==> config.mk <==
export PLATFORM = sky130hd
export DESIGN_NAME = integer_field_to_ascii_formatter_flat
export DESIGN_NICKNAME = d
export VERILOG_FILES = /design/src/design/ifa_pkg.sv /design/src/design/ifa_ifs.sv /design/src/design/ifa_ctrl.sv /design/src/design/ifa_dp.sv /design/src/design/integer_field_to_ascii_formatter.sv /design/src/flat_wrapper.sv
export VERILOG_INCLUDE_DIRS = /design/src /design/src/design
export SDC_FILE = /design/constraint.sdc
export NUM_CORES = 1
export LEC_CHECK = 0
export BUFFER_PORTS_ARGS = -buffer_cell sky130_fd_sc_hd__buf_4
export CORE_MARGIN = 3
export CORE_UTILIZATION = 65
export DETAILED_ROUTE_END_ITERATION = 10
export HOLD_SLACK_MARGIN = 0.03
export PLACE_DENSITY = 0.87
export REMOVE_ABC_BUFFERS = 1
export SETUP_SLACK_MARGIN = 0.5
export SLEW_MARGIN = 10
export SYNTH_ARGS = -nofsm -noshare
export SYNTH_HDL_FRONTEND = slang
export SYNTH_HIERARCHICAL = 1
export SYNTH_SLANG_ARGS = --single-unit
==> constraint.sdc <==
create_clock -name clk -period 5.17 [get_ports clk]
set_clock_uncertainty 0.15 [all_clocks]
set_input_delay 0.7755 -clock clk [delete_from_list [all_inputs] [get_ports clk]]
set_output_delay 0.7755 -clock clk [all_outputs]
set_load 0.1 [all_outputs]
==> src/design/integer_field_to_ascii_formatter_assert.svh <==
// Assertion macros shared by the formatter modules.
// Each macro samples on clk and is disabled while rst_n is low; no other dependencies.
`ifndef INTEGER_FIELD_TO_ASCII_FORMATTER_ASSERT_SVH
`define INTEGER_FIELD_TO_ASCII_FORMATTER_ASSERT_SVH

// Same-cycle implication.
`define IFA_ASSERT_IMP(label, ante, cons, msg) \
    label: assert property (@(posedge clk) disable iff (!rst_n) (ante) |-> (cons)) \
        else $error(msg);

// Next-cycle implication.
`define IFA_ASSERT_NXT(label, ante, cons, msg) \
    label: assert property (@(posedge clk) disable iff (!rst_n) (ante) |=> (cons)) \
        else $error(msg);

`endif

==> src/design/ifa_pkg.sv <==
// Package for the integer field to ASCII formatter: codes, characters, state and control types.
// Used by every other file but the assertion macro header; depends on nothing.
`timescale 1ns / 1ps

package ifa_pkg;

    localparam int unsigned DEC_DIGITS = 10;
    localparam int unsigned HEX_MAX    = 11;
    localparam int unsigned VALUE_W    = 32;
    localparam int unsigned DIGIT_W    = 4;
    localparam int unsigned POS_W      = 4;
    localparam int unsigned BIT_CNT_W  = $clog2(VALUE_W);

    typedef enum logic [1:0] {
        FUNC_SDEC = 2'd0,
        FUNC_UDEC = 2'd1,
        FUNC_HEX  = 2'd2,
        FUNC_CHAR = 2'd3
    } func_t;

    localparam logic [1:0] SIZE_BYTE = 2'd0;
    localparam logic [1:0] SIZE_WORD = 2'd1;

    localparam logic [7:0] CH_ZERO  = 8'h30;
    localparam logic [7:0] CH_SPACE = 8'h20;
    localparam logic [7:0] CH_MINUS = 8'h2D;
    localparam logic [7:0] CH_UPPER_A = 8'h41;
    localparam logic [3:0] NIB_MASK = 4'hF;
    localparam logic [3:0] RADIX    = 4'd10;

    typedef enum logic [1:0] {
        ST_IDLE  = 2'd0,
        ST_CONV  = 2'd1,
        ST_SETUP = 2'd2,
        ST_EMIT  = 2'd3
    } state_t;

    typedef struct packed {
        logic idle;
        logic conv_step;
        logic setup;
        logic emit;
    } ctrl_cmd_t;

    typedef struct packed {
        logic in_valid;
        logic conv_done;
        logic out_free;
        logic emit_last;
    } ctrl_sts_t;

    function automatic logic [7:0] hex_char(input logic [3:0] nib);
        logic [7:0] ch;
        if (nib < RADIX)
        begin
            ch = CH_ZERO + {4'h0, nib};
        end
        else
        begin
            ch = CH_UPPER_A + {4'h0, nib - RADIX};
        end
        return ch;
    endfunction

endpackage

==> src/design/ifa_ifs.sv <==
// Valid/ready channel interfaces for the formatter's request and character streams.
// Payload widths come from ifa_pkg.
`timescale 1ns / 1ps

interface ifa_req_if;
    logic                            valid;
    logic                            ready;
    logic [1:0]                      func;
    logic [1:0]                      size;
    logic [3:0]                      width;
    logic                            zero_fill;
    logic [ifa_pkg::VALUE_W-1:0]     value;

    modport source (output valid, output func, output size, output width,
                    output zero_fill, output value, input ready);
    modport sink   (input valid, input func, input size, input width,
                    input zero_fill, input value, output ready);
endinterface

interface ifa_chr_if;
    logic       valid;
    logic       ready;
    logic [7:0] char_out;
    logic       last;

    modport source (output valid, output char_out, output last, input ready);
    modport sink   (input valid, input char_out, input last, output ready);
endinterface

==> src/design/ifa_ctrl.sv <==
// Controller state machine of the formatter: sequences load, conversion, setup and emission.
// Depends on ifa_pkg and the assertion macro header.
`timescale 1ns / 1ps
`include "integer_field_to_ascii_formatter_assert.svh"

module ifa_ctrl
(
    input  logic                 clk,
    input  logic                 rst_n,
    input  ifa_pkg::ctrl_sts_t   sts,
    output ifa_pkg::ctrl_cmd_t   cmd
);

    ifa_pkg::state_t state_reg;
    ifa_pkg::state_t state_next;

    always_ff @(posedge clk or negedge rst_n)
    begin
        if (!rst_n)
        begin
            state_reg <= ifa_pkg::ST_IDLE;
        end
        else
        begin
            state_reg <= state_next;
        end
    end

    always_comb
    begin
        state_next = state_reg;
        case (state_reg)
            ifa_pkg::ST_IDLE:
            begin
                if (sts.in_valid)
                begin
                    state_next = ifa_pkg::ST_CONV;
                end
            end
            ifa_pkg::ST_CONV:
            begin
                if (sts.conv_done)
                begin
                    state_next = ifa_pkg::ST_SETUP;
                end
            end
            ifa_pkg::ST_SETUP:
            begin
                state_next = ifa_pkg::ST_EMIT;
            end
            ifa_pkg::ST_EMIT:
            begin
                if (sts.out_free && sts.emit_last)
                begin
                    state_next = ifa_pkg::ST_IDLE;
                end
            end
            default:
            begin
                state_next = ifa_pkg::ST_IDLE;
            end
        endcase
    end

    always_comb
    begin
        cmd = '0;
        case (state_reg)
            ifa_pkg::ST_IDLE:  cmd.idle = 1'b1;
            ifa_pkg::ST_CONV:  cmd.conv_step = 1'b1;
            ifa_pkg::ST_SETUP: cmd.setup = 1'b1;
            ifa_pkg::ST_EMIT:  cmd.emit = sts.out_free;
            default:           cmd = '0;
        endcase
    end

    `IFA_ASSERT_IMP(a_emit_needs_slot, cmd.emit, sts.out_free, "emit issued while output slot busy")
    `IFA_ASSERT_NXT(a_conv_to_setup, state_reg == ifa_pkg::ST_CONV && sts.conv_done, state_reg == ifa_pkg::ST_SETUP, "conversion did not end in setup")
    `IFA_ASSERT_NXT(a_last_to_idle, cmd.emit && sts.emit_last, state_reg == ifa_pkg::ST_IDLE, "final character did not return to idle")

endmodule

==> src/design/ifa_dp.sv <==
// Datapath of the formatter: operand registers, shift-add-3 decimal converter and character unit.
// Depends on ifa_pkg, the channel interfaces and the assertion macro header.
`timescale 1ns / 1ps
`include "integer_field_to_ascii_formatter_assert.svh"

module ifa_dp
(
    input  logic                 clk,
    input  logic                 rst_n,
    input  ifa_pkg::ctrl_cmd_t   cmd,
    output ifa_pkg::ctrl_sts_t   sts,
    ifa_req_if.sink              din,
    ifa_chr_if.source            dout
);

    localparam int unsigned VW = ifa_pkg::VALUE_W;
    localparam int unsigned DW = ifa_pkg::DIGIT_W;
    localparam int unsigned ND = ifa_pkg::DEC_DIGITS;
    localparam int unsigned PW = ifa_pkg::POS_W;

    ifa_pkg::func_t                   func_reg;
    logic [1:0]                       size_reg;
    logic [3:0]                       width_reg;
    logic                             zero_fill_reg;
    logic [VW-1:0]                    raw_reg;
    logic                             neg_reg;
    logic                             neg_next;
    logic [VW-1:0]                    shift_reg;
    logic [DW-1:0]                    bcd_reg [ND];
    logic [DW-1:0]                    bcd_next [ND];
    logic [ifa_pkg::BIT_CNT_W-1:0]    bit_cnt_reg;
    logic [PW-1:0]                    pos_reg;
    logic [PW-1:0]                    pos_next;
    logic                             lead_reg;
    logic                             lead_next;
    logic                             out_valid_reg;
    logic [7:0]                       char_reg;
    logic [7:0]                       char_next;
    logic                             last_reg;

    logic                             load;
    logic [VW-1:0]                    raw_in;
    logic [VW-1:0]                    neg_val;
    logic [VW-1:0]                    mag_in;
    logic                             sign_in;
    logic                             neg_in;
    logic [PW-1:0]                    dec_cnt;
    logic [PW-1:0]                    hex_cnt;
    logic                             nz_above;
    logic [DW-1:0]                    cur_digit;
    logic [3:0]                       cur_nib;
    logic                             emit_last;

    function automatic logic [VW-1:0] size_mask(input logic [1:0] sz, input logic [VW-1:0] v);
        logic [VW-1:0] r;
        case (sz)
            ifa_pkg::SIZE_BYTE: r = {{(VW-8){1'b0}}, v[7:0]};
            ifa_pkg::SIZE_WORD: r = {{(VW-16){1'b0}}, v[15:0]};
            default:            r = v;
        endcase
        return r;
    endfunction

    assign load      = din.valid && cmd.idle;
    assign din.ready = cmd.idle;

    always_comb
    begin
        raw_in  = size_mask(din.size, din.value);
        neg_val = size_mask(din.size, (~raw_in) + {{(VW-1){1'b0}}, 1'b1});
        case (din.size)
            ifa_pkg::SIZE_BYTE: sign_in = din.value[7];
            ifa_pkg::SIZE_WORD: sign_in = din.value[15];
            default:            sign_in = din.value[VW-1];
        endcase
        neg_in = (din.func == ifa_pkg::FUNC_SDEC) && sign_in;
        mag_in = neg_in ? neg_val : raw_in;
    end

    always_comb
    begin
        logic [DW-1:0] adj;
        for (int i = 0; i < ND; i++)
        begin
            adj = (bcd_reg[i] >= DW'(5)) ? bcd_reg[i] + DW'(3) : bcd_reg[i];
            bcd_next[i] = adj;
        end
        for (int i = ND - 1; i > 0; i--)
        begin
            bcd_next[i] = {bcd_next[i][DW-2:0], bcd_next[i-1][DW-1]};
        end
        bcd_next[0] = {bcd_next[0][DW-2:0], shift_reg[VW-1]};
    end

    always_comb
    begin
        logic [PW-1:0] top_idx;
        top_idx = '0;
        for (int i = 0; i < ND; i++)
        begin
            if (bcd_reg[i] != '0)
            begin
                top_idx = PW'(i);
            end
        end
        if (width_reg == '0)
        begin
            dec_cnt = top_idx + PW'(1);
        end
        else if (width_reg > PW'(ND))
        begin
            dec_cnt = PW'(ND);
        end
        else
        begin
            dec_cnt = width_reg;
        end
        nz_above = 1'b0;
        for (int i = 0; i < ND; i++)
        begin
            if (PW'(i) >= dec_cnt && bcd_reg[i] != '0)
            begin
                nz_above = 1'b1;
            end
        end
        if (width_reg == '0)
        begin
            case (size_reg)
                ifa_pkg::SIZE_BYTE: hex_cnt = PW'(2);
                ifa_pkg::SIZE_WORD: hex_cnt = PW'(4);
                default:            hex_cnt = PW'(8);
            endcase
        end
        else if (width_reg > PW'(ifa_pkg::HEX_MAX))
        begin
            hex_cnt = PW'(ifa_pkg::HEX_MAX);
        end
        else
        begin
            hex_cnt = width_reg;
        end
    end

    always_comb
    begin
        cur_digit = (pos_reg < PW'(ND)) ? bcd_reg[pos_reg] : '0;
        cur_nib   = (pos_reg >= PW'(8)) ? 4'h0
                  : (raw_reg[{pos_reg[2:0], 2'b00} +: 4] & ifa_pkg::NIB_MASK);
        emit_last = !neg_reg && (pos_reg == '0);
        pos_next  = pos_reg;
        lead_next = lead_reg;
        neg_next  = neg_reg;
        char_next = ifa_pkg::CH_SPACE;
        if (cmd.setup)
        begin
            lead_next = zero_fill_reg || nz_above;
            case (func_reg)
                ifa_pkg::FUNC_HEX:  pos_next = hex_cnt - PW'(1);
                ifa_pkg::FUNC_CHAR: pos_next = '0;
                default:            pos_next = dec_cnt - PW'(1);
            endcase
        end
        else if (cmd.emit)
        begin
            if (neg_reg)
            begin
                char_next = ifa_pkg::CH_MINUS;
                neg_next  = 1'b0;
            end
            else
            begin
                case (func_reg)
                    ifa_pkg::FUNC_CHAR:
                    begin
                        char_next = raw_reg[7:0];
                    end
                    ifa_pkg::FUNC_HEX:
                    begin
                        char_next = ifa_pkg::hex_char(cur_nib);
                    end
                    default:
                    begin
                        if (!lead_reg && cur_digit == '0 && pos_reg != '0)
                        begin
                            char_next = ifa_pkg::CH_SPACE;
                        end
                        else
                        begin
                            char_next = ifa_pkg::CH_ZERO + {4'h0, cur_digit};
                            lead_next = 1'b1;
                        end
                    end
                endcase
                if (pos_reg != '0)
                begin
                    pos_next = pos_reg - PW'(1);
                end
            end
        end
    end

    always_ff @(posedge clk or negedge rst_n)
    begin
        if (!rst_n)
        begin
            out_valid_reg <= 1'b0;
        end
        else if (cmd.emit)
        begin
            out_valid_reg <= 1'b1;
        end
        else if (dout.ready)
        begin
            out_valid_reg <= 1'b0;
        end
    end

    always_ff @(posedge clk)
    begin
        if (load)
        begin
            func_reg      <= ifa_pkg::func_t'(din.func);
            size_reg      <= din.size;
            width_reg     <= din.width;
            zero_fill_reg <= din.zero_fill;
            raw_reg       <= raw_in;
            shift_reg     <= mag_in;
            bit_cnt_reg   <= '0;
            for (int i = 0; i < ND; i++)
            begin
                bcd_reg[i] <= '0;
            end
        end
        else if (cmd.conv_step)
        begin
            shift_reg   <= {shift_reg[VW-2:0], 1'b0};
            bit_cnt_reg <= bit_cnt_reg + ifa_pkg::BIT_CNT_W'(1);
            bcd_reg     <= bcd_next;
        end
        if (load)
        begin
            neg_reg <= neg_in;
        end
        else
        begin
            neg_reg <= neg_next;
        end
        pos_reg  <= pos_next;
        lead_reg <= lead_next;
        if (cmd.emit)
        begin
            char_reg <= char_next;
            last_reg <= emit_last;
        end
    end

    assign sts.in_valid  = din.valid;
    assign sts.conv_done = (bit_cnt_reg == '1);
    assign sts.out_free  = !out_valid_reg || dout.ready;
    assign sts.emit_last = emit_last;

    assign dout.valid    = out_valid_reg;
    assign dout.char_out = char_reg;
    assign dout.last     = last_reg;

    `IFA_ASSERT_NXT(a_setup_pos_range, cmd.setup,
        pos_reg <= PW'(ifa_pkg::HEX_MAX - 1), "field position out of range after setup")
    `IFA_ASSERT_NXT(a_last_flag, cmd.emit && emit_last,
        out_valid_reg && last_reg, "final character not marked last")
    `IFA_ASSERT_NXT(a_load_clears_count, load,
        bit_cnt_reg == '0, "conversion count not cleared on load")

endmodule

==> src/design/integer_field_to_ascii_formatter.sv <==
// Top level of the integer field to ASCII formatter: joins controller and datapath.
// Depends on ifa_pkg, the channel interfaces, ifa_ctrl and ifa_dp.
//
//   channel  role    payload                                  beat
//   din      sink    func, size, width, zero_fill, value      one conversion request
//   dout     source  char_out, last                           one ASCII character
//
// A request is taken only in the idle state. It is loaded, passes through the shift-add-3
// decimal converter one step per value bit, and then through setup before its first character.
// Its 1 to 11 characters then leave back to back while dout takes them.
// Reset is asynchronous and active low and clears the controller and the output valid flag.
// A stalled dout holds the current character; emission waits for the output slot to free.
`timescale 1ns / 1ps

module integer_field_to_ascii_formatter
(
    input  logic        clk,
    input  logic        rst_n,
    ifa_req_if.sink     din,
    ifa_chr_if.source   dout
);

    ifa_pkg::ctrl_cmd_t cmd;
    ifa_pkg::ctrl_sts_t sts;

    ifa_ctrl u_ctrl
    (
        .clk   (clk),
        .rst_n (rst_n),
        .sts   (sts),
        .cmd   (cmd)
    );

    ifa_dp u_dp
    (
        .clk   (clk),
        .rst_n (rst_n),
        .cmd   (cmd),
        .sts   (sts),
        .din   (din),
        .dout  (dout)
    );

endmodule

==> src/flat_wrapper.sv <==
// flat-port wrapper written by rule: the top's interface ports become plain ports
module integer_field_to_ascii_formatter_flat 
  (clk, rst_n, din_valid, din_func, din_size, din_width, din_zero_fill, din_value, din_ready, dout_valid, dout_char_out, dout_last, dout_ready);
  ifa_req_if din_i ();
  ifa_chr_if dout_i ();
  input  logic clk;
  input  logic rst_n;
  input wire logic [$bits(din_i.valid)-1:0] din_valid;
  input wire logic [$bits(din_i.func)-1:0] din_func;
  input wire logic [$bits(din_i.size)-1:0] din_size;
  input wire logic [$bits(din_i.width)-1:0] din_width;
  input wire logic [$bits(din_i.zero_fill)-1:0] din_zero_fill;
  input wire logic [$bits(din_i.value)-1:0] din_value;
  output wire logic [$bits(din_i.ready)-1:0] din_ready;
  output wire logic [$bits(dout_i.valid)-1:0] dout_valid;
  output wire logic [$bits(dout_i.char_out)-1:0] dout_char_out;
  output wire logic [$bits(dout_i.last)-1:0] dout_last;
  input wire logic [$bits(dout_i.ready)-1:0] dout_ready;
  assign din_i.valid = din_valid;
  assign din_i.func = din_func;
  assign din_i.size = din_size;
  assign din_i.width = din_width;
  assign din_i.zero_fill = din_zero_fill;
  assign din_i.value = din_value;
  assign din_ready = din_i.ready;
  assign dout_valid = dout_i.valid;
  assign dout_char_out = dout_i.char_out;
  assign dout_last = dout_i.last;
  assign dout_i.ready = dout_ready;
  integer_field_to_ascii_formatter u_core (.clk(clk), .rst_n(rst_n), .din(din_i), .dout(dout_i));
endmodule
==> flow_metrics.env <==
export IMPL_grt_overflow=0
export IMPL_clock_sinks=136
export IMPL_cpMaxStageDelayCell="edfxtp_1"
export IMPL_routed_wl_mm=20.15
export IMPL_die_h_um=118.3
export IMPL_dp_cells=1028
export IMPL_clockBufferDepth=2
export IMPL_finalHoldViolCount=0
export IMPL_first_pass_iters=7
export IMPL_reg2reg_from="u_core/u_dp/pos_reg[0]"
export IMPL_slew_viol_final=0
export IMPL_ys_ff_latch=136
export IMPL_finalSetupViolCount=0
export IMPL_areaGrowthSynthToFinish_pct=13.15
export IMPL_syn_area_mm2=0.008194
export IMPL_ant_nets=0
export IMPL_path_cells="buf_4, mux2_1, o22ai_1, nor4_2, ha_1, nor4_1, o311ai_1, and3_1"
export IMPL_crit_end="u_core/u_dp/dout.char_out[1]"
export IMPL_post_route_drc_count=0
export IMPL_rr_worst_depth=8
export IMPL_drive_above_1_share_pct=14.00
export IMPL_ir_worst_vdd_mv=0.3847
export IMPL_cts_tree="done"
export IMPL_p_leak_uw=0.003562
export IMPL_crit_required_ps=5180
export IMPL_grt_pass1_wl_mm=32.36
export IMPL_dpl_hpwl_mm=13.73
export IMPL_ys_types=76
export IMPL_startpoint="u_core/u_dp/pos_reg[0]"
export IMPL_largest_register_ffs=40
export IMPL_placementRows=40
export IMPL_timing_final_crit_share_pct=62.75
export IMPL_netlist_instances=838
export IMPL_drt_iter0_drc=623
export IMPL_dieArea_mm2=0.01399
export IMPL_track_usage_pct=28.80
export IMPL_cts_buffers=17
export IMPL_yosysTopAreaCellShare_pct=32.25
export IMPL_die_x_um=118.3
export IMPL_setup_tns_ps=0
export IMPL_path_clk_slew_ps=60
export IMPL_antenna_found_initial=0
export IMPL_cellPowerDensity_mw_per_mm2=618.4
export IMPL_num_vias=6719
export IMPL_final_cells=1061
export IMPL_post_cts_buffers=0
export IMPL_min_path_type="reg2reg"
export IMPL_yosysTopAreaCell="edfxtp_1"
export IMPL_regToRegEndpoint="u_core/u_dp/dout.char_out[1]"
export IMPL_synthTopCellsByArea="edfxtp_1, dfxtp_1, ha_1, mux2i_1, nor2_1"
export IMPL_synth_edf_count=88
export IMPL_yosysSeqAreaShare_pct=44.16
export IMPL_fin_ws_ps=1926
export IMPL_dp_slack_ps=1971
export IMPL_drv_cap=0
export IMPL_synth_area_per_cell_um2=9.778
export IMPL_worstSkewPairLatency_ps=420
export IMPL_outcome="completed"
export IMPL_post_drt_wl_per_cell_um=18.99
export IMPL_async_flop_share_pct=2.206
export IMPL_grt_max_degree=53
export IMPL_vias_per_cell=6.333
export IMPL_max_freq_mhz=308.2
export IMPL_crit_type="reg2reg"
export IMPL_yosysWarnings=6
export IMPL_fin_crit_ps=3244
export IMPL_first_global_vias=6678
export IMPL_ios=56
export IMPL_htreeDepth=4
export IMPL_port_buffers=55
export IMPL_gp_congestion=0.9167
export IMPL_cp_max_fo=30
export IMPL_critical_path_arrival_ps=3260
export IMPL_core_area_mm2=0.01216
export IMPL_diodes=0
export IMPL_worst_slew_pin_slew_ps=992.8
export IMPL_r2r_slack_ps=1930
export IMPL_rsz0062_at_grt="no"
export IMPL_ys_flop_type="edfxtp_1"
export IMPL_cp_end_kind="flip-flop"
export IMPL_fin_nets=964
export IMPL_start_util_pct=67.38
export IMPL_crit_path_start_kind="flip-flop"
export IMPL_cts_root_buf="clkbuf_16"
export IMPL_timing_slew_headroom_pct=33.20
export IMPL_slowest_delay_ps=600
## through the flow
stage	util [%]	power (uW)	cell area (um^2)	hold slack [ps]
finish	76.23	5733	9271	345.0
global route	76.23	6050	9271	364.9
CTS	76.23	5697	9271	351.5
detailed placement	71.35	4443	8677	337.9
global placement	71.35	4283	8677	314.1
floorplan	-	3773	8009	307.2
## worst max-delay path: cells and delay by family (launching register included)
kind                     cells  cell delay (ps)
AO/OA/AOI/OAI                2              410
adder cells (fa/ha/maj)      1              300
buffers and inverters        1              520
flip-flops                   1              600
multiplexers                 1              400
AND/OR/NAND/NOR              3              600
## synthesized netlist by cell type (18+ instances only)
library cell	n
and2_1	18
edfxtp_1	88
mux2i_1	35
dfxtp_1	45
ha_1	39
o31ai_1	21
inv_1	43
nand2_1	74
clkbuf_1	23
a21oi_1	56
xnor2_1	31
xor2_1	27
o21ai_0	55
nor2_1	76
## per-layer routing
metal,vias up,wire [um],track usage [%]
met1,3226,7640,31.93
met4,0,799,14.95
met5,-,0,0
met3,69,1114,5.359
li1,3106,-,-
met2,318,10600,52.30
## layout by cell type (no fill, tap or decap), types with 10 or more instances in the layout
| master | instances |
|---|---|
| o31ai_1 | 21 |
| nor2_1 | 76 |
| nor3b_1 | 10 |
| nor3_1 | 15 |
| ha_1 | 39 |
| edfxtp_1 | 88 |
| a21oi_1 | 56 |
| xor2_1 | 27 |
| xnor2_1 | 31 |
| nand3_1 | 16 |
| nor2b_1 | 13 |
| buf_4 | 61 |
| dfxtp_1 | 45 |
| and2_1 | 18 |
| nand2b_1 | 17 |
| o21ai_0 | 55 |
| nand2_1 | 74 |
| clkbuf_16 | 17 |
| inv_1 | 42 |
| mux2i_1 | 35 |
## power by group
part           switching, uW  internal [uW]
clock network            466            755
logic                   1620            931
registers                315           1650
## timing repair
| action | 4_1_cts | 5_1_grt |
|---|---|---|
| endpoints found under the setup margin | 0 | 0 |
| resized for setup | 0 | 0 |
| hold buffers | 1 | 0 |
| endpoints found under the hold margin | 3 | 0 |
## kinds of logic (layout without fill, tap and decap cells)
group	after synthesis	after routing	share of synthesized area, %
muxes	50	50	7.192
DFF	136	136	44.16
buffers and inverters	85	140	4.367
and+or+nand+nor	272	272	16.49
adders and majority gates	39	39	5.955
AOI/OAI and AO/OA	198	198	15.64
xor gates and xnor gates	58	58	6.199
## worst min-delay path by stage
| stage | start | to | slack (ps) | depth (start not counted) |
|---|---|---|---|---|
| floorplan | u_core/u_dp/shift_reg[31] | u_core/u_dp/bcd_reg[36] | 310 | 2 |
| global placement | u_core/u_dp/shift_reg[31] | u_core/u_dp/bcd_reg[36] | 310 | 2 |
| detailed placement | u_core/u_dp/shift_reg[31] | u_core/u_dp/bcd_reg[36] | 340 | 2 |
| CTS | u_core/u_dp/shift_reg[31] | u_core/u_dp/bcd_reg[36] | 350 | 2 |
| global route | u_core/u_dp/shift_reg[31] | u_core/u_dp/bcd_reg[36] | 360 | 2 |
| finish | u_core/u_dp/shift_reg[31] | u_core/u_dp/bcd_reg[36] | 350 | 2 |
## final cells by class
| type | instances | area, um^2 |
|---|---|---|
| Fill cell | 784 | 2890 |
| Sequential cell | 136 | 3618 |
| Tap cell | 168 | 210.2 |
| Timing Repair Buffer | 62 | 467.9 |
| Clock buffer | 19 | 432.9 |
| Inverter | 46 | 172.7 |
| Clock inverter | 13 | 151.4 |
| Multi-Input combinational cell | 617 | 4218 |
(Power assumes the default switching activity.)
